==> src/design/jsu_pkg.sv <==
// Shared types and constants for the JSON string unescaper.
`default_nettype none
package jsu_pkg;

   localparam int QueueDepth = 4;
   localparam int MaxBytes = 4;

   typedef enum logic [2:0] {
      StData     = 3'd0,
      StDone     = 3'd1,
      StNoQuote  = 3'd2,
      StBadEsc   = 3'd3,
      StBadHex   = 3'd4,
      StBadSur   = 3'd5
   } status_type;

   // One queued word: all results caused by one input byte.
   typedef struct packed {
      logic [MaxBytes-1:0][7:0] data;
      logic [1:0]               last_idx;
      status_type               status;
      logic [15:0]              length;
   } cmd_type;

endpackage
`default_nettype wire

==> src/design/jsu_if.sv <==
// Valid/ready channel interfaces for input bytes and result words.
`default_nettype none
interface jsu_req_if;
   logic       valid;
   logic       ready;
   logic [7:0] text_byte;
   logic       start_req;

   modport source (output valid, output text_byte, output start_req, input ready);
   modport sink (input valid, input text_byte, input start_req, output ready);
endinterface

interface jsu_rsp_if;
   logic        valid;
   logic        ready;
   logic [7:0]  out_byte;
   logic [2:0]  status;
   logic [15:0] decoded_length;
   logic        last;

   modport source (output valid, output out_byte, output status, output decoded_length,
                   output last, input ready);
   modport sink (input valid, input out_byte, input status, input decoded_length,
                 input last, output ready);
endinterface
`default_nettype wire

==> src/design/jsu_front.sv <==
// Front end: parses escapes, builds UTF-8 bytes and queues at most one word per input byte.
`default_nettype none
module jsu_front (
   input  wire               clock,
   input  wire               reset,
   jsu_req_if.sink           req,
   input  wire               q_full,
   output logic              push,
   output jsu_pkg::cmd_type  cmd
);

   typedef enum logic [6:0] {
      PhIdle   = 7'b0000001,
      PhText   = 7'b0000010,
      PhEsc    = 7'b0000100,
      PhHex1   = 7'b0001000,
      PhWantBs = 7'b0010000,
      PhWantU  = 7'b0100000,
      PhHex2   = 7'b1000000
   } phase_type;

   typedef struct packed {
      logic [3:0][7:0] data;
      logic [1:0]      last_idx;
   } enc_type;

   localparam logic [7:0] ChQuote = 8'h22;
   localparam logic [7:0] ChBack  = 8'h5C;
   localparam logic [7:0] ChSlash = 8'h2F;
   localparam logic [7:0] ChNul   = 8'h00;
   localparam logic [7:0] ChB     = 8'h62;
   localparam logic [7:0] ChF     = 8'h66;
   localparam logic [7:0] ChN     = 8'h6E;
   localparam logic [7:0] ChR     = 8'h72;
   localparam logic [7:0] ChT     = 8'h74;
   localparam logic [7:0] ChU     = 8'h75;

   function automatic logic [4:0] hex_digit(input logic [7:0] ch);
      logic [4:0] r;
      r = 5'h10;
      if (ch >= 8'h30 && ch <= 8'h39) r = {1'b0, ch[3:0]};
      else if ((ch >= 8'h41 && ch <= 8'h46) || (ch >= 8'h61 && ch <= 8'h66))
         r = {1'b0, ch[3:0] + 4'd9};
      return r;
   endfunction

   function automatic enc_type encode(input logic [20:0] u);
      enc_type e;
      e = '0;
      if (u <= 21'h00007F) begin
         e.data[0] = u[7:0];
         e.last_idx = 2'd0;
      end else if (u <= 21'h0007FF) begin
         e.data[0] = 8'hC0 | {3'b0, u[10:6]};
         e.data[1] = 8'h80 | {2'b0, u[5:0]};
         e.last_idx = 2'd1;
      end else if (u <= 21'h00FFFF) begin
         e.data[0] = 8'hE0 | {4'b0, u[15:12]};
         e.data[1] = 8'h80 | {2'b0, u[11:6]};
         e.data[2] = 8'h80 | {2'b0, u[5:0]};
         e.last_idx = 2'd2;
      end else begin
         e.data[0] = 8'hF0 | {5'b0, u[20:18]};
         e.data[1] = 8'h80 | {2'b0, u[17:12]};
         e.data[2] = 8'h80 | {2'b0, u[11:6]};
         e.data[3] = 8'h80 | {2'b0, u[5:0]};
         e.last_idx = 2'd3;
      end
      return e;
   endfunction

   phase_type   phase_ff, phase_in;
   logic [1:0]  hex_count_ff, hex_count_in;
   logic [15:0] hex_accum_ff, hex_accum_in;
   logic [9:0]  high_half_ff, high_half_in;
   logic [15:0] byte_count_ff, byte_count_in;

   logic        accept;
   logic [7:0]  ch;
   logic [4:0]  digit;
   logic [15:0] accum_next;
   logic [20:0] pair_cp;
   logic        data_out;
   logic [16:0] count_sum;
   enc_type     enc;

   assign req.ready = !q_full;
   assign accept = req.valid && req.ready;
   assign ch = req.text_byte;
   assign digit = hex_digit(ch);
   assign accum_next = {hex_accum_ff[11:0], digit[3:0]};
   assign pair_cp = 21'h010000 + {1'b0, high_half_ff, accum_next[9:0]};

   always_comb begin
      phase_in = phase_ff;
      hex_count_in = hex_count_ff;
      hex_accum_in = hex_accum_ff;
      high_half_in = high_half_ff;
      byte_count_in = byte_count_ff;
      push = 1'b0;
      data_out = 1'b0;
      count_sum = '0;
      cmd = '0;
      cmd.status = jsu_pkg::StData;
      // A plain text byte passes through as one byte, whatever its value.
      enc = '0;
      enc.data[0] = ch;
      if (req.start_req) begin
         phase_in = PhText;
         hex_count_in = '0;
         hex_accum_in = '0;
         high_half_in = '0;
         byte_count_in = '0;
      end else begin
         unique case (phase_ff)
            PhIdle: begin
            end
            PhText: begin
               if (ch == ChQuote) begin
                  phase_in = PhIdle;
                  push = 1'b1;
                  cmd.status = jsu_pkg::StDone;
                  cmd.length = byte_count_ff;
               end else if (ch == ChBack) begin
                  phase_in = PhEsc;
               end else if (ch == ChNul) begin
                  phase_in = PhIdle;
                  push = 1'b1;
                  cmd.status = jsu_pkg::StNoQuote;
               end else begin
                  data_out = 1'b1;
               end
            end
            PhEsc: begin
               phase_in = PhText;
               data_out = 1'b1;
               unique case (ch)
                  ChQuote, ChBack, ChSlash: enc = encode({13'b0, ch});
                  ChB: enc = encode(21'h08);
                  ChF: enc = encode(21'h0C);
                  ChN: enc = encode(21'h0A);
                  ChR: enc = encode(21'h0D);
                  ChT: enc = encode(21'h09);
                  ChU: begin
                     data_out = 1'b0;
                     phase_in = PhHex1;
                     hex_count_in = '0;
                     hex_accum_in = '0;
                  end
                  default: begin
                     data_out = 1'b0;
                     phase_in = PhIdle;
                     push = 1'b1;
                     cmd.status = jsu_pkg::StBadEsc;
                  end
               endcase
            end
            PhHex1, PhHex2: begin
               if (digit[4]) begin
                  phase_in = PhIdle;
                  push = 1'b1;
                  cmd.status = jsu_pkg::StBadHex;
               end else begin
                  hex_accum_in = accum_next;
                  if (hex_count_ff != 2'd3) begin
                     hex_count_in = hex_count_ff + 2'd1;
                  end else begin
                     hex_count_in = '0;
                     if (phase_ff == PhHex1) begin
                        if (accum_next >= 16'hD800 && accum_next <= 16'hDBFF) begin
                           high_half_in = accum_next[9:0];
                           phase_in = PhWantBs;
                        end else begin
                           phase_in = PhText;
                           data_out = 1'b1;
                           enc = encode({5'b0, accum_next});
                        end
                     end else if (accum_next < 16'hDC00 || accum_next > 16'hDFFF) begin
                        phase_in = PhIdle;
                        push = 1'b1;
                        cmd.status = jsu_pkg::StBadSur;
                     end else begin
                        phase_in = PhText;
                        data_out = 1'b1;
                        enc = encode(pair_cp);
                     end
                  end
               end
            end
            PhWantBs: begin
               if (ch != ChBack) begin
                  phase_in = PhIdle;
                  push = 1'b1;
                  cmd.status = jsu_pkg::StBadSur;
               end else begin
                  phase_in = PhWantU;
               end
            end
            PhWantU: begin
               if (ch != ChU) begin
                  phase_in = PhIdle;
                  push = 1'b1;
                  cmd.status = jsu_pkg::StBadSur;
               end else begin
                  phase_in = PhHex2;
                  hex_count_in = '0;
                  hex_accum_in = '0;
               end
            end
            default: phase_in = PhIdle;
         endcase
         if (data_out) begin
            push = 1'b1;
            cmd.data = enc.data;
            cmd.last_idx = enc.last_idx;
            count_sum = {1'b0, byte_count_ff} + {15'b0, enc.last_idx} + 17'd1;
            byte_count_in = count_sum[16] ? 16'hFFFF : count_sum[15:0];
         end
      end
      push = push && accept;
   end

   always_ff @(posedge clock) begin
      if (reset) begin
         phase_ff <= PhIdle;
         hex_count_ff <= '0;
         hex_accum_ff <= '0;
         high_half_ff <= '0;
         byte_count_ff <= '0;
      end else if (accept) begin
         phase_ff <= phase_in;
         hex_count_ff <= hex_count_in;
         hex_accum_ff <= hex_accum_in;
         high_half_ff <= high_half_in;
         byte_count_ff <= byte_count_in;
      end
   end

endmodule
`default_nettype wire

==> src/design/jsu_queue.sv <==
// Small queue of result words between the front end and the output sequencer.
`default_nettype none
module jsu_queue #(
   parameter int Depth = jsu_pkg::QueueDepth
) (
   input  wire               clock,
   input  wire               reset,
   input  wire               push,
   input  jsu_pkg::cmd_type  push_cmd,
   input  wire               pop,
   output jsu_pkg::cmd_type  head_cmd,
   output logic              full,
   output logic              not_empty
);

   localparam int PtrW = (Depth > 1) ? $clog2(Depth) : 1;
   localparam int CntW = $clog2(Depth + 1);

   jsu_pkg::cmd_type entry_ff [Depth];
   logic [PtrW-1:0]  wr_ptr_ff, rd_ptr_ff;
   logic [CntW-1:0]  count_ff, count_in;

   function automatic logic [PtrW-1:0] next_ptr(input logic [PtrW-1:0] p);
      return (p == PtrW'(Depth - 1)) ? '0 : p + PtrW'(1);
   endfunction

   assign full = (count_ff == CntW'(Depth));
   assign not_empty = (count_ff != '0);
   assign head_cmd = entry_ff[rd_ptr_ff];

   always_comb begin
      count_in = count_ff;
      if (push && !pop) count_in = count_ff + CntW'(1);
      else if (pop && !push) count_in = count_ff - CntW'(1);
   end

   always_ff @(posedge clock) begin
      if (push) entry_ff[wr_ptr_ff] <= push_cmd;
   end

   always_ff @(posedge clock) begin
      if (reset) begin
         wr_ptr_ff <= '0;
         rd_ptr_ff <= '0;
         count_ff <= '0;
      end else begin
         if (push) wr_ptr_ff <= next_ptr(wr_ptr_ff);
         if (pop) rd_ptr_ff <= next_ptr(rd_ptr_ff);
         count_ff <= count_in;
      end
   end

   no_push_when_full: assert property (@(posedge clock) disable iff (reset)
      push |-> !full) else $error("queue written while full");
   no_pop_when_empty: assert property (@(posedge clock) disable iff (reset)
      pop |-> not_empty) else $error("queue read while empty");
   count_tracks_ops: assert property (@(posedge clock) disable iff (reset)
      (push && !pop) |=> (count_ff == $past(count_ff) + CntW'(1)))
      else $error("queue count lost a write");

endmodule
`default_nettype wire

==> src/design/jsu_back.sv <==
// Output sequencer: sends the one to four results of each queued word in order.
`default_nettype none
module jsu_back (
   input  wire               clock,
   input  wire               reset,
   input  jsu_pkg::cmd_type  head_cmd,
   input  wire               q_not_empty,
   output logic              pop,
   jsu_rsp_if.source         rsp
);

   jsu_pkg::cmd_type cur_ff;
   logic             cur_valid_ff;
   logic [1:0]       idx_ff;
   logic             at_last;
   logic             taken;

   assign at_last = (idx_ff == cur_ff.last_idx);
   assign taken = rsp.valid && rsp.ready;
   assign pop = q_not_empty && (!cur_valid_ff || (taken && at_last));

   assign rsp.valid = cur_valid_ff;
   assign rsp.out_byte = cur_ff.data[idx_ff];
   assign rsp.status = cur_ff.status;
   assign rsp.decoded_length = cur_ff.length;
   assign rsp.last = at_last;

   always_ff @(posedge clock) begin
      if (pop) cur_ff <= head_cmd;
   end

   always_ff @(posedge clock) begin
      if (reset) begin
         cur_valid_ff <= 1'b0;
         idx_ff <= '0;
      end else if (pop) begin
         cur_valid_ff <= 1'b1;
         idx_ff <= '0;
      end else if (taken) begin
         if (at_last) begin
            cur_valid_ff <= 1'b0;
            idx_ff <= '0;
         end else begin
            idx_ff <= idx_ff + 2'd1;
         end
      end
   end

   status_data_only_bytes: assert property (@(posedge clock) disable iff (reset)
      (rsp.valid && rsp.status != jsu_pkg::StData) |-> (rsp.last && rsp.out_byte == 8'h00))
      else $error("status word carries data bytes");
   idx_within_word: assert property (@(posedge clock) disable iff (reset)
      rsp.valid |-> (idx_ff <= cur_ff.last_idx))
      else $error("byte index past end of word");
   advance_after_take: assert property (@(posedge clock) disable iff (reset)
      (taken && !at_last) |=> (rsp.valid && idx_ff == $past(idx_ff) + 2'd1))
      else $error("multi-byte word did not advance");

endmodule
`default_nettype wire

==> src/design/json_string_unescape_utf8.sv <==
// Top level of the JSON string unescaper with UTF-8 output.
// With an idle output, a byte's first result goes through the queue and the output register.
// Throughput: one input byte and one result per cycle while the receiver is ready; a \u escape
// that encodes to two to four UTF-8 bytes holds the output, and the Depth-word queue between
// the parser and the output sequencer absorbs the difference; the input stalls while it is full.
// Reset (synchronous): parser returns to idle, counters clear, the queue empties.
`default_nettype none
module json_string_unescape_utf8 #(
   parameter int Depth = jsu_pkg::QueueDepth
) (
   input  wire        clock,
   input  wire        reset,
   jsu_req_if.sink    req,
   jsu_rsp_if.source  rsp
);

   logic             push;
   logic             pop;
   logic             q_full;
   logic             q_not_empty;
   jsu_pkg::cmd_type push_cmd;
   jsu_pkg::cmd_type head_cmd;

   jsu_front u_front (
      .clock  (clock),
      .reset  (reset),
      .req    (req),
      .q_full (q_full),
      .push   (push),
      .cmd    (push_cmd)
   );

   jsu_queue #(.Depth(Depth)) u_queue (
      .clock     (clock),
      .reset     (reset),
      .push      (push),
      .push_cmd  (push_cmd),
      .pop       (pop),
      .head_cmd  (head_cmd),
      .full      (q_full),
      .not_empty (q_not_empty)
   );

   jsu_back u_back (
      .clock       (clock),
      .reset       (reset),
      .head_cmd    (head_cmd),
      .q_not_empty (q_not_empty),
      .pop         (pop),
      .rsp         (rsp)
   );

endmodule
`default_nettype wire

==> src/flat_wrapper.sv <==
// flat-port wrapper written by rule: the top's interface ports become plain ports
module json_string_unescape_utf8_flat 
#(
   parameter int Depth = jsu_pkg::QueueDepth
)
  (clock, reset, req_valid, req_text_byte, req_start_req, req_ready, rsp_valid, rsp_out_byte, rsp_status, rsp_decoded_length, rsp_last, rsp_ready);
  jsu_req_if req_i ();
  jsu_rsp_if rsp_i ();
  input  wire clock;
  input  wire reset;
  input wire logic [$bits(req_i.valid)-1:0] req_valid;
  input wire logic [$bits(req_i.text_byte)-1:0] req_text_byte;
  input wire logic [$bits(req_i.start_req)-1:0] req_start_req;
  output wire logic [$bits(req_i.ready)-1:0] req_ready;
  output wire logic [$bits(rsp_i.valid)-1:0] rsp_valid;
  output wire logic [$bits(rsp_i.out_byte)-1:0] rsp_out_byte;
  output wire logic [$bits(rsp_i.status)-1:0] rsp_status;
  output wire logic [$bits(rsp_i.decoded_length)-1:0] rsp_decoded_length;
  output wire logic [$bits(rsp_i.last)-1:0] rsp_last;
  input wire logic [$bits(rsp_i.ready)-1:0] rsp_ready;
  assign req_i.valid = req_valid;
  assign req_i.text_byte = req_text_byte;
  assign req_i.start_req = req_start_req;
  assign req_ready = req_i.ready;
  assign rsp_valid = rsp_i.valid;
  assign rsp_out_byte = rsp_i.out_byte;
  assign rsp_status = rsp_i.status;
  assign rsp_decoded_length = rsp_i.decoded_length;
  assign rsp_last = rsp_i.last;
  assign rsp_i.ready = rsp_ready;
  json_string_unescape_utf8 #(.Depth(Depth)) u_core (.clock(clock), .reset(reset), .req(req_i), .rsp(rsp_i));
endmodule
==> config.mk <==
export PLATFORM = sky130hd
export DESIGN_NAME = json_string_unescape_utf8_flat
export DESIGN_NICKNAME = d
export VERILOG_FILES = /design/src/design/jsu_pkg.sv /design/src/design/jsu_if.sv /design/src/design/jsu_front.sv /design/src/design/jsu_queue.sv /design/src/design/jsu_back.sv /design/src/design/json_string_unescape_utf8.sv /design/src/flat_wrapper.sv
export SDC_FILE = /design/constraint.sdc
export NUM_CORES = 1
export LEC_CHECK = 0
export ABC_AREA = 1
export BUFFER_PORTS_ARGS = -buffer_cell sky130_fd_sc_hd__buf_2
export CORE_MARGIN = 1
export CORE_UTILIZATION = 50
export DETAILED_ROUTE_END_ITERATION = 8
export HOLD_SLACK_MARGIN = 0.12
export PLACE_DENSITY_LB_ADDON = 0.05
export SYNTH_ARGS = -nofsm -noshare
export SYNTH_HDL_FRONTEND = slang
export SYNTH_HIERARCHICAL = 1
export SYNTH_SLANG_ARGS = --single-unit
==> constraint.sdc <==
create_clock -name clock -period 9.6 [get_ports clock]
set_input_delay 1.44 -clock clock [delete_from_list [all_inputs] [get_ports clock]]
set_output_delay 1.44 -clock clock [all_outputs]
set_load 0.02 [all_outputs]
==> summary.md <==
| Metric | Value |
|---|---|
| Req. time, crit path | 10.04 ns |
| Num CTS Buffers | 36 |
| Setup violators final | 0 |
| Max frequency | 167 MHz |
| Die area | ~32000 sq um |
| Multi-input gate area | around 5400 sq um |
| Post-DP HPWL | 25500 um |
| Layout fillers | 2674 |
| Slowest-stage cell, CP | nand4_1 |
| Hold WC Path Type | reg2reg |
| CTS Root Cell | clkbuf_16 |
| H-tree depth | 2 |
| Leakage | 6.34 nW |
| Max-Cap Viols | 0 |
| RD Place Congestion | 0.964 |
| Vias in the first global route | 10900 |
| Clock skew | approximately 0.022 ns |
| Worst rel slew slack | 0.274 |
| Clk buf depth | 3 |
| Syn_area_per_cell | 10.0 sq um |
| Area contributors post-synth | edfxtp_1, dfxtp_1, o21ai_0 |
| Core area | 30700 sq um |
| Largest net degree at the start of global routing | approximately 110 |
| Post-synth top area cell | edfxtp_1 |
| Clock Sinks | about 320 |
| Ant. Diodes | 0 |
| Via Count | 11400 |
| Maximum VDD drop | 0.000180 V |
| Sequential share of the synthesized area | 0.585 |
| GR Overflow Total | 0 |
| Residual DRC | 0 |
| Share of cells above drive strength 1 | 0.144 |
| Share of the synthesized area in the top cell type | 0.509 |
| Unrepaired setup endpoints after global routing | no |
| Worst-Margin Slew | 1.09 ns |
| Area delta synth->final | 9.26% |
| Initial antenna violation count | 0 |
| Status | finished clean |
| Post-synth EDFFs | 265 |
| Number of port buffers | 42 |
| Post-synth cell types | 53 |
| Final wirelength | between 30000 and 40000 um |
| Cell Area, Synth | 15600 sq um |
| Routed len/inst | 19.9 um |
| CP Class | in2reg |
| Reg clk slew, reported paths | 0.06 ns |
| Shortest period the worst path allows | 5.98 ns |
| Post-Synthesis Cells | 1557 |
| Fin util | 0.557 |
| Initial DRC count | 1146 |
| Worst Setup End Kind | register |
| Chip height | about 180 um |
| Worst EP arrival | between 6 and 7 ns |
| Main flop type after synthesis | edfxtp_1 |
| FF-to-FF setup slack | approximately 4.5 ns |
| Initial Util | 0.510 |
| IO Pins | between 40 and 50 |
| Die W | 179 um |
| Crit path launch type | input pin |
| Pre-antenna DRT Iters | 5 |
| Number of antenna-violating nets in the routed design | 0 |
| Slew Limit Fails | 0 |
| First-pass GRT wire length | 61700 um |
| CP delay by family, top | simple AND/OR/NAND/NOR gates |
| Final nets | about 1600 |
| CTS tree | done |
| Row count | 64 |
| Setup bufs post-CTS | 0 |
| Final period util | 0.623 |
| Max stage delay on crit path | about 0.47 ns |
| Yosys Warn Count | 6 |
| Power per standard cell area | about 250 nW/um^2 |
| FF+latch area | just over 9000 sq um |
| #FFs+latches synth | 324 |
| Crit-path max FO | 13 |
| Total Neg Setup Slack | 0 ns |
| CTS resizes | 0 |
| Vias per inst | 5.73 |
| Buf+Inv Stages, Crit Path | 7 |
| Post-synth ARST share | 0 |
| Final hold vios | 0 |
| Gr usage total | 0.252 |
| Worst skew pair latency | approximately 0.53 ns |
| Cts hold-fix bufs | 0 |
-- routing by layer --
layer  vias to the layer above  global-route usage  part of all wire
met5                         -                   0                 0
met4                         0              0.0756             0.026
met3                        76              0.0354             0.054
met2                       347               0.400              0.46
met1                      5477               0.359              0.46
li1                       5466                   -                 -
-- state kept, by name, summed over array words and instances, names as in the netlist, named ones only --
signal / flops
u_core/u_front/hex_count_ff: 2
u_core/u_queue/wr_ptr_ff: 2
u_core/u_front/high_half_ff: 10
u_core/u_front/hex_accum_ff: 12
u_core/u_back/cur_ff: 34
u_core/u_back/idx_ff: 2
u_core/u_back/rsp.status: 3
u_core/u_queue/count_ff: 3
u_core/u_front/phase_ff: 7
u_core/u_back/rsp.decoded_length: 16
u_core/u_queue/entry_ff: 212
u_core/u_back/rsp.valid: 1
u_core/u_front/byte_count_ff: 16
u_core/u_queue/rd_ptr_ff: 2
-- power breakdown --
| part | internal, W | total, W | switching, W |
|---|---|---|---|
| clock network | 0.000865 | 0.00142 | 0.000559 |
| logic | 0.000296 | 0.00104 | 0.000749 |
| registers | 0.00175 | 0.00186 | 0.000110 |
-- per-stage QoR --
step / cell area, sq um / hold WS [ns] / total power, W / worst slack, ns / cells
6_report: 17100 / 0.470 / 0.00433 / 3.62 / 1982
5_1_grt: 17100 / 0.494 / 0.00454 / 3.02 / 1982
4_1_cts: 17100 / 0.468 / 0.00436 / 3.68 / 1982
3_5_place_dp: 15800 / 0.458 / 0.00294 / 3.16 / 1916
3_3_place_gp: 15800 / 0.449 / 0.00292 / 3.28 / 1916
2_1_floorplan: 15600 / 0.439 / 0.00270 / 4.30 / 1559
-- Yosys cell counts, types with 2 or more instances --
master / number
nand3b_1: 2
inv_4: 4
buf_2: 21
xnor2_1: 2
o22ai_1: 43
nand4_1: 32
o21ai_1: 18
ha_1: 15
o211ai_1: 4
buf_4: 27
nand3_2: 2
nor2_1: 205
xor2_1: 6
clkbuf_2: 6
o22ai_2: 20
edfxtp_1: 265
inv_2: 15
a211oi_1: 11
buf_8: 3
clkinv_1: 3
nor2_2: 30
nor3_1: 45
buf_1: 3
nor2_8: 4
nand3_1: 64
o21ai_0: 168
nand2_8: 2
a31oi_1: 5
a21oi_1: 87
nor4_1: 9
inv_1: 117
a221oi_1: 4
nand2_4: 5
dfxtp_1: 59
buf_6: 10
nand3_4: 4
clkbuf_1: 21
nor2_4: 5
nand2_1: 178
nand2_2: 15
o21ai_2: 5
fa_1: 2
-- worst paths after layout --
kind                                        start                               to  cells after the start
setup / recovery                 req_text_byte[0]  u_core/u_front/byte_count_ff[4]                     30
hold / removal    u_core/u_front/byte_count_ff[0]  u_core/u_front/byte_count_ff[0]                      2
setup reg to reg       u_core/u_front/phase_ff[6]  u_core/u_front/byte_count_ff[4]                     21
hold reg to reg   u_core/u_front/byte_count_ff[0]  u_core/u_front/byte_count_ff[0]                      2
-- layout by cell type (no fill, tap or decap), drive strengths merged, types with 4 or more instances in the layout --
cell type and n:
a211oi 11, a21oi 87, a221oi 4, a31oi 5, buf 52, bufinv 6, clkbuf 43, clkinv 14
dfxtp 59, edfxtp 265, ha 15, inv 140, nand2 200, nand3 70, nand4 32, nor2 244
nor3 46, nor4 10, o211ai 4, o21ai 191, o22ai 63, xor2 6
-- worst min-delay path, stage by stage, from the launching register on --
cell     delay (ns)
dfxtp_1        0.31
nand2_1        0.06
a21oi_1        0.05
-- final cells by class --
class                      count  share of cell area
clock buffer                  43              0.0543
clock inverter                23              0.0182
inverter                     140              0.0317
multi-input combinational   1004               0.315
sequential                   324               0.535
tap                          396              0.0290
timing repair buffer          52              0.0167
-- cells by family (layout without fill, tap and decap cells) --
logic type,Yosys count,in the layout,share of synthesized area
XOR/XNOR,8,8,0.00448
adder cells (fa/ha/maj),17,17,0.0146
AND/OR/NAND/NOR,605,605,0.185
AO/OA/AOI/OAI,371,371,0.139
buffers and inverters,231,258,0.0721
flip-flops,324,324,0.585
other,1,3,0.000240
(Power assumes the default switching activity.)
